`config.mk`:
```
export PLATFORM = sky130hd
export DESIGN_NAME = median_min_threshold_detector
export DESIGN_NICKNAME = d
export VERILOG_FILES = /design/src/hdl/mmtd_pkg.sv /design/src/hdl/mmtd_cell.sv /design/src/hdl/median_min_threshold_detector.sv
export SDC_FILE = /design/constraint.sdc
export NUM_CORES = 2
export LEC_CHECK = 0
export BUFFER_PORTS_ARGS = -buffer_cell sky130_fd_sc_hd__buf_2
export CORE_MARGIN = 2
export CORE_UTILIZATION = 50
export CTS_BUF_LIST = sky130_fd_sc_hd__clkbuf_2
export DETAILED_ROUTE_END_ITERATION = 16
export GPL_TIMING_DRIVEN = 1
export PLACE_DENSITY_LB_ADDON = 0.12
export SLEW_MARGIN = 25
export SYNTH_ARGS = -nofsm -noshare
export SYNTH_HDL_FRONTEND = slang
export SYNTH_SLANG_ARGS = --single-unit
```
`constraint.sdc`:
```
create_clock -name clk -period 20.9 [get_ports clk]
set_clock_uncertainty 0.1 [all_clocks]
set_input_delay 0 -clock clk [delete_from_list [all_inputs] [get_ports clk]]
set_output_delay 0 -clock clk [all_outputs]
set_load 0.1 [all_outputs]
```
`src/hdl/mmtd_pkg.sv`:
```
`timescale 1ns / 1ps

package mmtd_pkg;

    // Configuration register indexes.
    localparam logic [1:0] REG_THRESHOLD    = 2'd0;
    localparam logic [1:0] REG_WINDOW_SIZE  = 2'd1;
    localparam logic [1:0] REG_BLOCK_LENGTH = 2'd2;

    localparam int THRESHOLD_BITS    = 24;
    localparam int WINDOW_SIZE_BITS  = 6;
    localparam int BLOCK_LENGTH_BITS = 16;
    localparam int CFG_INDEX_BITS    = 2;

    typedef enum logic [1:0] {
        ST_IDLE,
        ST_DROP,
        ST_INSERT,
        ST_RESULT
    } state_t;

    // Operation broadcast to every cell of the sorted chain.
    typedef struct packed {
        logic age;
        logic drop;
        logic insert;
    } cell_ctrl_t;

endpackage

```
`src/hdl/mmtd_cell.sv`:
```
`timescale 1ns / 1ps

module mmtd_cell
    import mmtd_pkg::*;
#(
    parameter int SAMPLE_BITS = 24,
    parameter int AW          = 6
)
(
    input  logic                          clk,
    input  logic                          rst_n,
    input  cell_ctrl_t                    ctrl,
    input  logic [AW-1:0]                 limit,
    input  logic signed [SAMPLE_BITS-1:0] new_value,
    input  logic                          kill_below,
    input  logic                          lo_valid,
    input  logic signed [SAMPLE_BITS-1:0] lo_value,
    input  logic [AW-1:0]                 lo_age,
    input  logic                          hi_valid,
    input  logic signed [SAMPLE_BITS-1:0] hi_value,
    input  logic [AW-1:0]                 hi_age,
    output logic                          valid,
    output logic signed [SAMPLE_BITS-1:0] value,
    output logic [AW-1:0]                 age,
    output logic                          kill_out
);

    logic                          valid_reg;
    logic                          valid_next;
    logic signed [SAMPLE_BITS-1:0] value_reg;
    logic signed [SAMPLE_BITS-1:0] value_next;
    logic [AW-1:0]                 age_reg;
    logic [AW-1:0]                 age_next;
    logic                          own_kill;
    logic                          shift;
    logic                          keep_own;
    logic                          take_new;

    assign own_kill = valid_reg && (age_reg >= limit);
    assign kill_out = kill_below || own_kill;
    assign shift    = kill_out;
    assign keep_own = valid_reg && (value_reg <= new_value);
    assign take_new = lo_valid && (lo_value <= new_value);

    always_comb
    begin
        valid_next = valid_reg;
        value_next = value_reg;
        age_next   = age_reg;
        if (ctrl.age)
        begin
            if (valid_reg)
            begin
                age_next = age_reg + AW'(1);
            end
        end
        else if (ctrl.drop)
        begin
            if (shift)
            begin
                valid_next = hi_valid;
                value_next = hi_value;
                age_next   = hi_age;
            end
        end
        else if (ctrl.insert)
        begin
            if (!keep_own)
            begin
                if (take_new)
                begin
                    valid_next = 1'b1;
                    value_next = new_value;
                    age_next   = '0;
                end
                else
                begin
                    valid_next = lo_valid;
                    value_next = lo_value;
                    age_next   = lo_age;
                end
            end
        end
    end

    always_ff @(posedge clk or negedge rst_n)
    begin
        if (!rst_n)
        begin
            valid_reg <= 1'b0;
        end
        else
        begin
            valid_reg <= valid_next;
        end
    end

    always_ff @(posedge clk)
    begin
        value_reg <= value_next;
        age_reg   <= age_next;
    end

    assign valid = valid_reg;
    assign value = value_reg;
    assign age   = age_reg;

endmodule

```
`src/hdl/median_min_threshold_detector.sv`:
```
`timescale 1ns / 1ps

// An accepted sample passes through the drop, insert and result states before
// the result beat is registered; the drop state repeats while aged-out samples
// are dropped after the window size shrinks. The sorted cell chain handles one
// sample at a time, so a new sample is accepted only after the result is loaded.
// Reset empties the window and loads the register defaults.
module median_min_threshold_detector
    import mmtd_pkg::*;
#(
    parameter int WINDOW_MAX  = 32,
    parameter int SAMPLE_BITS = 24
)
(
    input  logic                                  clk,
    input  logic                                  rst_n,
    input  logic                                  cfg_we,
    input  logic [CFG_INDEX_BITS-1:0]             cfg_index,
    input  logic [THRESHOLD_BITS-1:0]             cfg_data,
    input  logic                                  s_tvalid,
    output logic                                  s_tready,
    input  logic [((SAMPLE_BITS+7)/8)*8-1:0]      s_tdata,   // sample
    output logic                                  m_tvalid,
    input  logic                                  m_tready,
    output logic [((SAMPLE_BITS+7)/8)*8-1:0]      m_tdata,   // median
    output logic                                  m_tuser,   // status
    output logic                                  m_tlast    // decided
);

    localparam int DW  = ((SAMPLE_BITS + 7) / 8) * 8;
    localparam int AW  = $clog2(WINDOW_MAX + 1);
    localparam int IW  = ($clog2(WINDOW_MAX) > 0) ? $clog2(WINDOW_MAX) : 1;
    localparam int LW  = (AW > WINDOW_SIZE_BITS) ? AW : WINDOW_SIZE_BITS;
    localparam int CW  = ((SAMPLE_BITS > THRESHOLD_BITS) ? SAMPLE_BITS : THRESHOLD_BITS) + 1;
    localparam int BCW = BLOCK_LENGTH_BITS + 1;

    localparam logic signed [SAMPLE_BITS-1:0] SAMPLE_TOP = {1'b0, {(SAMPLE_BITS-1){1'b1}}};
    localparam logic signed [SAMPLE_BITS-1:0] SAMPLE_BOT = {1'b1, {(SAMPLE_BITS-1){1'b0}}};

    logic signed [THRESHOLD_BITS-1:0]    threshold_reg;
    logic [WINDOW_SIZE_BITS-1:0]         window_size_reg;
    logic [BLOCK_LENGTH_BITS-1:0]        block_length_reg;

    state_t                              state_reg;
    state_t                              state_next;
    cell_ctrl_t                          ctrl;

    logic signed [SAMPLE_BITS-1:0]       sample_reg;
    logic [AW-1:0]                       fill_reg;
    logic [AW-1:0]                       fill_next;
    logic [AW-1:0]                       limit;
    logic [LW-1:0]                       ws_ext;

    logic signed [SAMPLE_BITS-1:0]       block_min_reg;
    logic signed [SAMPLE_BITS-1:0]       block_min_next;
    logic [BCW-1:0]                      block_cnt_reg;
    logic [BCW-1:0]                      block_cnt_next;
    logic                                status_reg;
    logic                                status_next;

    logic                                out_valid_reg;
    logic                                out_valid_next;
    logic [SAMPLE_BITS-1:0]              median_reg;
    logic                                decided_reg;

    logic                                cell_valid [WINDOW_MAX];
    logic signed [SAMPLE_BITS-1:0]       cell_value [WINDOW_MAX];
    logic [AW-1:0]                       cell_age   [WINDOW_MAX];
    logic                                cell_kill  [WINDOW_MAX];
    logic                                any_kill;

    logic                                accept;
    logic                                load;
    logic [IW-1:0]                       med_idx;
    logic signed [SAMPLE_BITS-1:0]       med;
    logic signed [SAMPLE_BITS-1:0]       min_upd;
    logic [BCW-1:0]                      cnt_inc;
    logic                                decide;
    logic signed [CW-1:0]                min_cmp;
    logic signed [CW-1:0]                thr_cmp;

    // Configuration registers.
    always_ff @(posedge clk or negedge rst_n)
    begin
        if (!rst_n)
        begin
            threshold_reg    <= '0;
            window_size_reg  <= WINDOW_SIZE_BITS'(1);
            block_length_reg <= '0;
        end
        else if (cfg_we)
        begin
            case (cfg_index)
                REG_THRESHOLD:    threshold_reg    <= cfg_data;
                REG_WINDOW_SIZE:  window_size_reg  <= cfg_data[WINDOW_SIZE_BITS-1:0];
                REG_BLOCK_LENGTH: block_length_reg <= cfg_data[BLOCK_LENGTH_BITS-1:0];
                default:          ;
            endcase
        end
    end

    // A window size of zero acts as one; sizes above the chain length saturate.
    assign ws_ext = LW'(window_size_reg);
    always_comb
    begin
        if (ws_ext == '0)
        begin
            limit = AW'(1);
        end
        else if (ws_ext > LW'(WINDOW_MAX))
        begin
            limit = AW'(WINDOW_MAX);
        end
        else
        begin
            limit = AW'(ws_ext);
        end
    end

    // Sorted chain: ascending values, valid cells packed at the low end.
    genvar gi;
    generate
        for (gi = 0; gi < WINDOW_MAX; gi++)
        begin : g_cell
            logic                          lo_valid;
            logic signed [SAMPLE_BITS-1:0] lo_value;
            logic [AW-1:0]                 lo_age;
            logic                          hi_valid;
            logic signed [SAMPLE_BITS-1:0] hi_value;
            logic [AW-1:0]                 hi_age;
            logic                          kill_below;

            if (gi == 0)
            begin : g_first
                assign lo_valid   = 1'b1;
                assign lo_value   = SAMPLE_BOT;
                assign lo_age     = '0;
                assign kill_below = 1'b0;
            end
            else
            begin : g_inner_lo
                assign lo_valid   = cell_valid[gi-1];
                assign lo_value   = cell_value[gi-1];
                assign lo_age     = cell_age[gi-1];
                assign kill_below = cell_kill[gi-1];
            end

            if (gi == WINDOW_MAX - 1)
            begin : g_last
                assign hi_valid = 1'b0;
                assign hi_value = SAMPLE_BOT;
                assign hi_age   = '0;
            end
            else
            begin : g_inner_hi
                assign hi_valid = cell_valid[gi+1];
                assign hi_value = cell_value[gi+1];
                assign hi_age   = cell_age[gi+1];
            end

            mmtd_cell #(
                .SAMPLE_BITS (SAMPLE_BITS),
                .AW          (AW)
            ) u_cell (
                .clk        (clk),
                .rst_n      (rst_n),
                .ctrl       (ctrl),
                .limit      (limit),
                .new_value  (sample_reg),
                .kill_below (kill_below),
                .lo_valid   (lo_valid),
                .lo_value   (lo_value),
                .lo_age     (lo_age),
                .hi_valid   (hi_valid),
                .hi_value   (hi_value),
                .hi_age     (hi_age),
                .valid      (cell_valid[gi]),
                .value      (cell_value[gi]),
                .age        (cell_age[gi]),
                .kill_out   (cell_kill[gi])
            );
        end
    endgenerate

    assign any_kill = cell_kill[WINDOW_MAX-1];
    assign accept   = s_tvalid && s_tready;
    assign load     = (state_reg == ST_RESULT) && (!out_valid_reg || m_tready);

    // Next state.
    always_comb
    begin
        state_next = state_reg;
        case (state_reg)
            ST_IDLE:
            begin
                if (s_tvalid)
                begin
                    state_next = ST_DROP;
                end
            end
            ST_DROP:
            begin
                if (!any_kill)
                begin
                    state_next = ST_INSERT;
                end
            end
            ST_INSERT:
            begin
                state_next = ST_RESULT;
            end
            ST_RESULT:
            begin
                if (!out_valid_reg || m_tready)
                begin
                    state_next = ST_IDLE;
                end
            end
            default:
            begin
                state_next = ST_IDLE;
            end
        endcase
    end

    // Outputs of the sequencer.
    always_comb
    begin
        s_tready    = 1'b0;
        ctrl.age    = 1'b0;
        ctrl.drop   = 1'b0;
        ctrl.insert = 1'b0;
        case (state_reg)
            ST_IDLE:
            begin
                s_tready = 1'b1;
                ctrl.age = s_tvalid;
            end
            ST_DROP:
            begin
                ctrl.drop = 1'b1;
            end
            ST_INSERT:
            begin
                ctrl.insert = 1'b1;
            end
            ST_RESULT:
            begin
            end
            default:
            begin
            end
        endcase
    end

    always_comb
    begin
        fill_next = fill_reg;
        if ((state_reg == ST_DROP) && any_kill)
        begin
            fill_next = fill_reg - AW'(1);
        end
        else if (state_reg == ST_INSERT)
        begin
            fill_next = fill_reg + AW'(1);
        end
    end

    // Median selection and block decision.
    assign med_idx        = IW'(fill_reg >> 1);
    assign med            = cell_value[med_idx];
    assign min_upd        = (med < block_min_reg) ? med : block_min_reg;
    assign cnt_inc        = block_cnt_reg + BCW'(1);
    assign decide         = cnt_inc > BCW'(block_length_reg);
    assign min_cmp        = CW'(min_upd);
    assign thr_cmp        = CW'(threshold_reg);
    assign status_next    = decide ? (min_cmp > thr_cmp) : status_reg;
    assign block_min_next = decide ? SAMPLE_TOP : min_upd;
    assign block_cnt_next = decide ? '0 : cnt_inc;

    always_comb
    begin
        out_valid_next = out_valid_reg;
        if (load)
        begin
            out_valid_next = 1'b1;
        end
        else if (m_tready)
        begin
            out_valid_next = 1'b0;
        end
    end

    always_ff @(posedge clk or negedge rst_n)
    begin
        if (!rst_n)
        begin
            state_reg     <= ST_IDLE;
            fill_reg      <= '0;
            block_min_reg <= SAMPLE_TOP;
            block_cnt_reg <= '0;
            status_reg    <= 1'b0;
            out_valid_reg <= 1'b0;
        end
        else
        begin
            state_reg     <= state_next;
            fill_reg      <= fill_next;
            out_valid_reg <= out_valid_next;
            if (load)
            begin
                block_min_reg <= block_min_next;
                block_cnt_reg <= block_cnt_next;
                status_reg    <= status_next;
            end
        end
    end

    always_ff @(posedge clk)
    begin
        if (accept)
        begin
            sample_reg <= s_tdata[SAMPLE_BITS-1:0];
        end
        if (load)
        begin
            median_reg  <= med;
            decided_reg <= decide;
        end
    end

    assign m_tvalid = out_valid_reg;
    assign m_tdata  = DW'(median_reg);
    assign m_tuser  = status_reg;
    assign m_tlast  = decided_reg;

endmodule
```
==> metrics.yaml <==
status: "finished, final reports clean"
drt_wl_total_mm: 381
rsz0062_at_grt: "no"
core_um2: 176000
fin_crit_ps: 8150
largest_register_ffs: 768
slew_viol_final: 0
place_hpwl_mm: 278
ys_dominant_reg_cell: "edfxtp_1"
first_pass_iters: 6
wire_per_inst_um: 32.8
vias: 79000
cts_buffers: 355
syn2layout_area_growth_pct: 10.0
cp-end-kind: "flop"
yosysMostFrequentCell: "ha_1"
critPathLaunchType: "flop"
path_class: "flop to flop"
ant_nets: 0
avgViaCountPerCell: 6.81
ys_seq_elements: 1138
fmax_mhz: 123
dp_slack_ps: 12740
syn_area_per_cell_um2: 10.2
cts_resized: 0
die-area_um2: 181000
drc: 0
grt_pass1_wl_mm: 545
finalHoldViolCount: 0
setup_ws_ps: 12750
yosysTopAreaCell: "edfxtp_1"
start_util_pct: 50.3
syn-cell-area_um2: 88600
hp-class: "input port to flop"
overflow: 0
async_flop_share_pct: 11.3
tns_ps: 0
yosysWarnings: 0
cts_tree: "yes"
cp_slowest_cell: "dfrtp_4"
slew_headroom_pct: 5.57
pin_count: 83
globalplace.congestion: 0.997
yosysSeqAreaShare_pct: 37.9
drv_cap: 0
numPortBuffers: 82
drt-initial-drc-count: 9656
die-width_um: 425
cts.sinks: 1138
synth_cell_types: 86
arrival_ps: 9840
n_fill_cell: 15500
cp_top_family: "buffers and inverters"
cp_slowest_stage_delay_ps: 1070
postSynthCellCount: 8648
drive_above_1_share_pct: 13.9
cts_max_level: 5
nNetsFinal: 10100
path_buf_inv: 3
path_cells: "buf_4 > buf_4 > mux4_2 > mux4_2 > mux2_2 > ha_1 > a21o_1 > a21o_1 > a21oi_1 > o211ai_1 > nand2_1 > o21ai_0 > a31oi_4 > buf_4 > o21ai_0 > ha_1 > nand4_1 > nor2_1 > and3_1 > nand4_1 > o21ai_0 > a21oi_1 > and3_1 > o31ai_1"
grt_max_degree: 121
ys_top_cells_by_area: "edfxtp_1 (34%), ha_1 (15%), mux4_2 (6.0%)"
die_h_um: 425
rows: 154
critPathRequiredTime_ps: 22590
clock_latency_ps: 2080
cts-root-buf: "clkbuf_2"
period_share_pct: 39.0
grt.total_usage_pct: 41.4
setup_viol: 0
grt_pass1_vias: 76200
syn-num-nets: 9769
synth.top_cell.area_share_pct: 34.2
netlist_top_cells_count: "ha_1 (1065), edfxtp_1 (1009), nand2_1 (784)"
cts_max_path_buffers: 4
antenna_found_initial: 28
clk_pin_slew_ps: 130
worst_pin_slew_ps: 1420
synth_edf_count: 1009
cp_max_fo: 45
[logic make-up (layout without fill, tap and decap cells)]
kind of cell / Yosys count / in the layout / synth area share, %
AOI/OAI and AO/OA: 2392 / 2392 / 17.4
and+or+nand+nor: 2315 / 2315 / 12.6
DFF: 1138 / 1138 / 37.9
adders and majority gates: 1066 / 1066 / 15.1
buffers and inverters: 812 / 1397 / 3.46
muxes: 776 / 776 / 12.2
xor gates and xnor gates: 149 / 149 / 1.47
other: 0 / 22 / 0
[area by class of cell]
class | instances | area, um2 | share of cell area, %
tap | 2340 | 2930 | 3.00
antenna | 22 | 55.1 | 0.0565
clock buffer | 530 | 2650 | 2.72
clock inverter | 78 | 323 | 0.331
timing repair buffer | 559 | 4640 | 4.76
inverter | 230 | 878 | 0.901
multi-input combinational | 6698 | 52500 | 53.8
sequential | 1138 | 33600 | 34.4
[through the flow]
stage / utilization [%] / instance area (um2) / instances / hold slack, ps
5_1_grt: 55.4 / 97500 / 11600 / 198
4_1_cts: 55.3 / 97400 / 11600 / 69.8
6_report: 55.4 / 97500 / 11600 / 254
3_5_place_dp: 52.2 / 91900 / 10700 / 58.6
3_3_place_gp: 52.2 / 91900 / 10700 / 54.9
2_1_floorplan: - / 88600 / 8648 / -396
[cell usage in the layout (no fill, tap or decap), types with 187 or more instances in the layout]
cell type	count
nor2_1	436
buf_4	225
nand3_1	278
inv_1	225
nand2_1	777
dlygate4sd3_1	247
mux2i_1	481
ha_1	1064
clkbuf_2	533
a21oi_1	608
o21ai_0	702
edfxtp_1	1009
mux4_2	236
a21o_1	187
[path summary, 6_finish.rpt]
path                                           start                   end  slack [ps]  cells after the start
worst max-delay path                     fill_reg[1]               m_tuser       12750                     24
worst min-delay path                     s_tdata[14]        sample_reg[14]         250                      5
worst max register to register           fill_reg[1]               m_tuser       12750                     24
worst min register to register  block_length_reg[10]  block_length_reg[10]         410                      1
max in group asynchronous                      rst_n           fill_reg[1]       18860                      7
min in group asynchronous                      rst_n     threshold_reg[17]         270                      6
[per-layer routing]
layer | global-route usage (%) | wire, um | up-vias
met4 | 23.4 | 24600 | 16
li1 | - | - | 34400
met2 | 62.8 | 166000 | 4828
met3 | 11.4 | 43500 | 963
met5 | 0 | 105 | -
met1 | 53.3 | 147000 | 38800
[worst reg2reg max path, delay by kind of cell, from the launching register on]
family                   cells  cell delay [ps]
multiplexers                 3             1550
buffers and inverters        3             1980
flip-flops                   1             1070
AND/OR/NAND/NOR              6              910
adder cells (fa/ha/maj)      2              690
AO/OA/AOI/OAI               10             1760
[repair_timing]
item	CTS	global route
buffers inserted	0	0
hold endpoints to repair	756	0
hold buffers	248	0
Power is left out: the tool's default activity adds up to more than one toggle a clock period on the data nets, which glitch-free logic cannot reach.
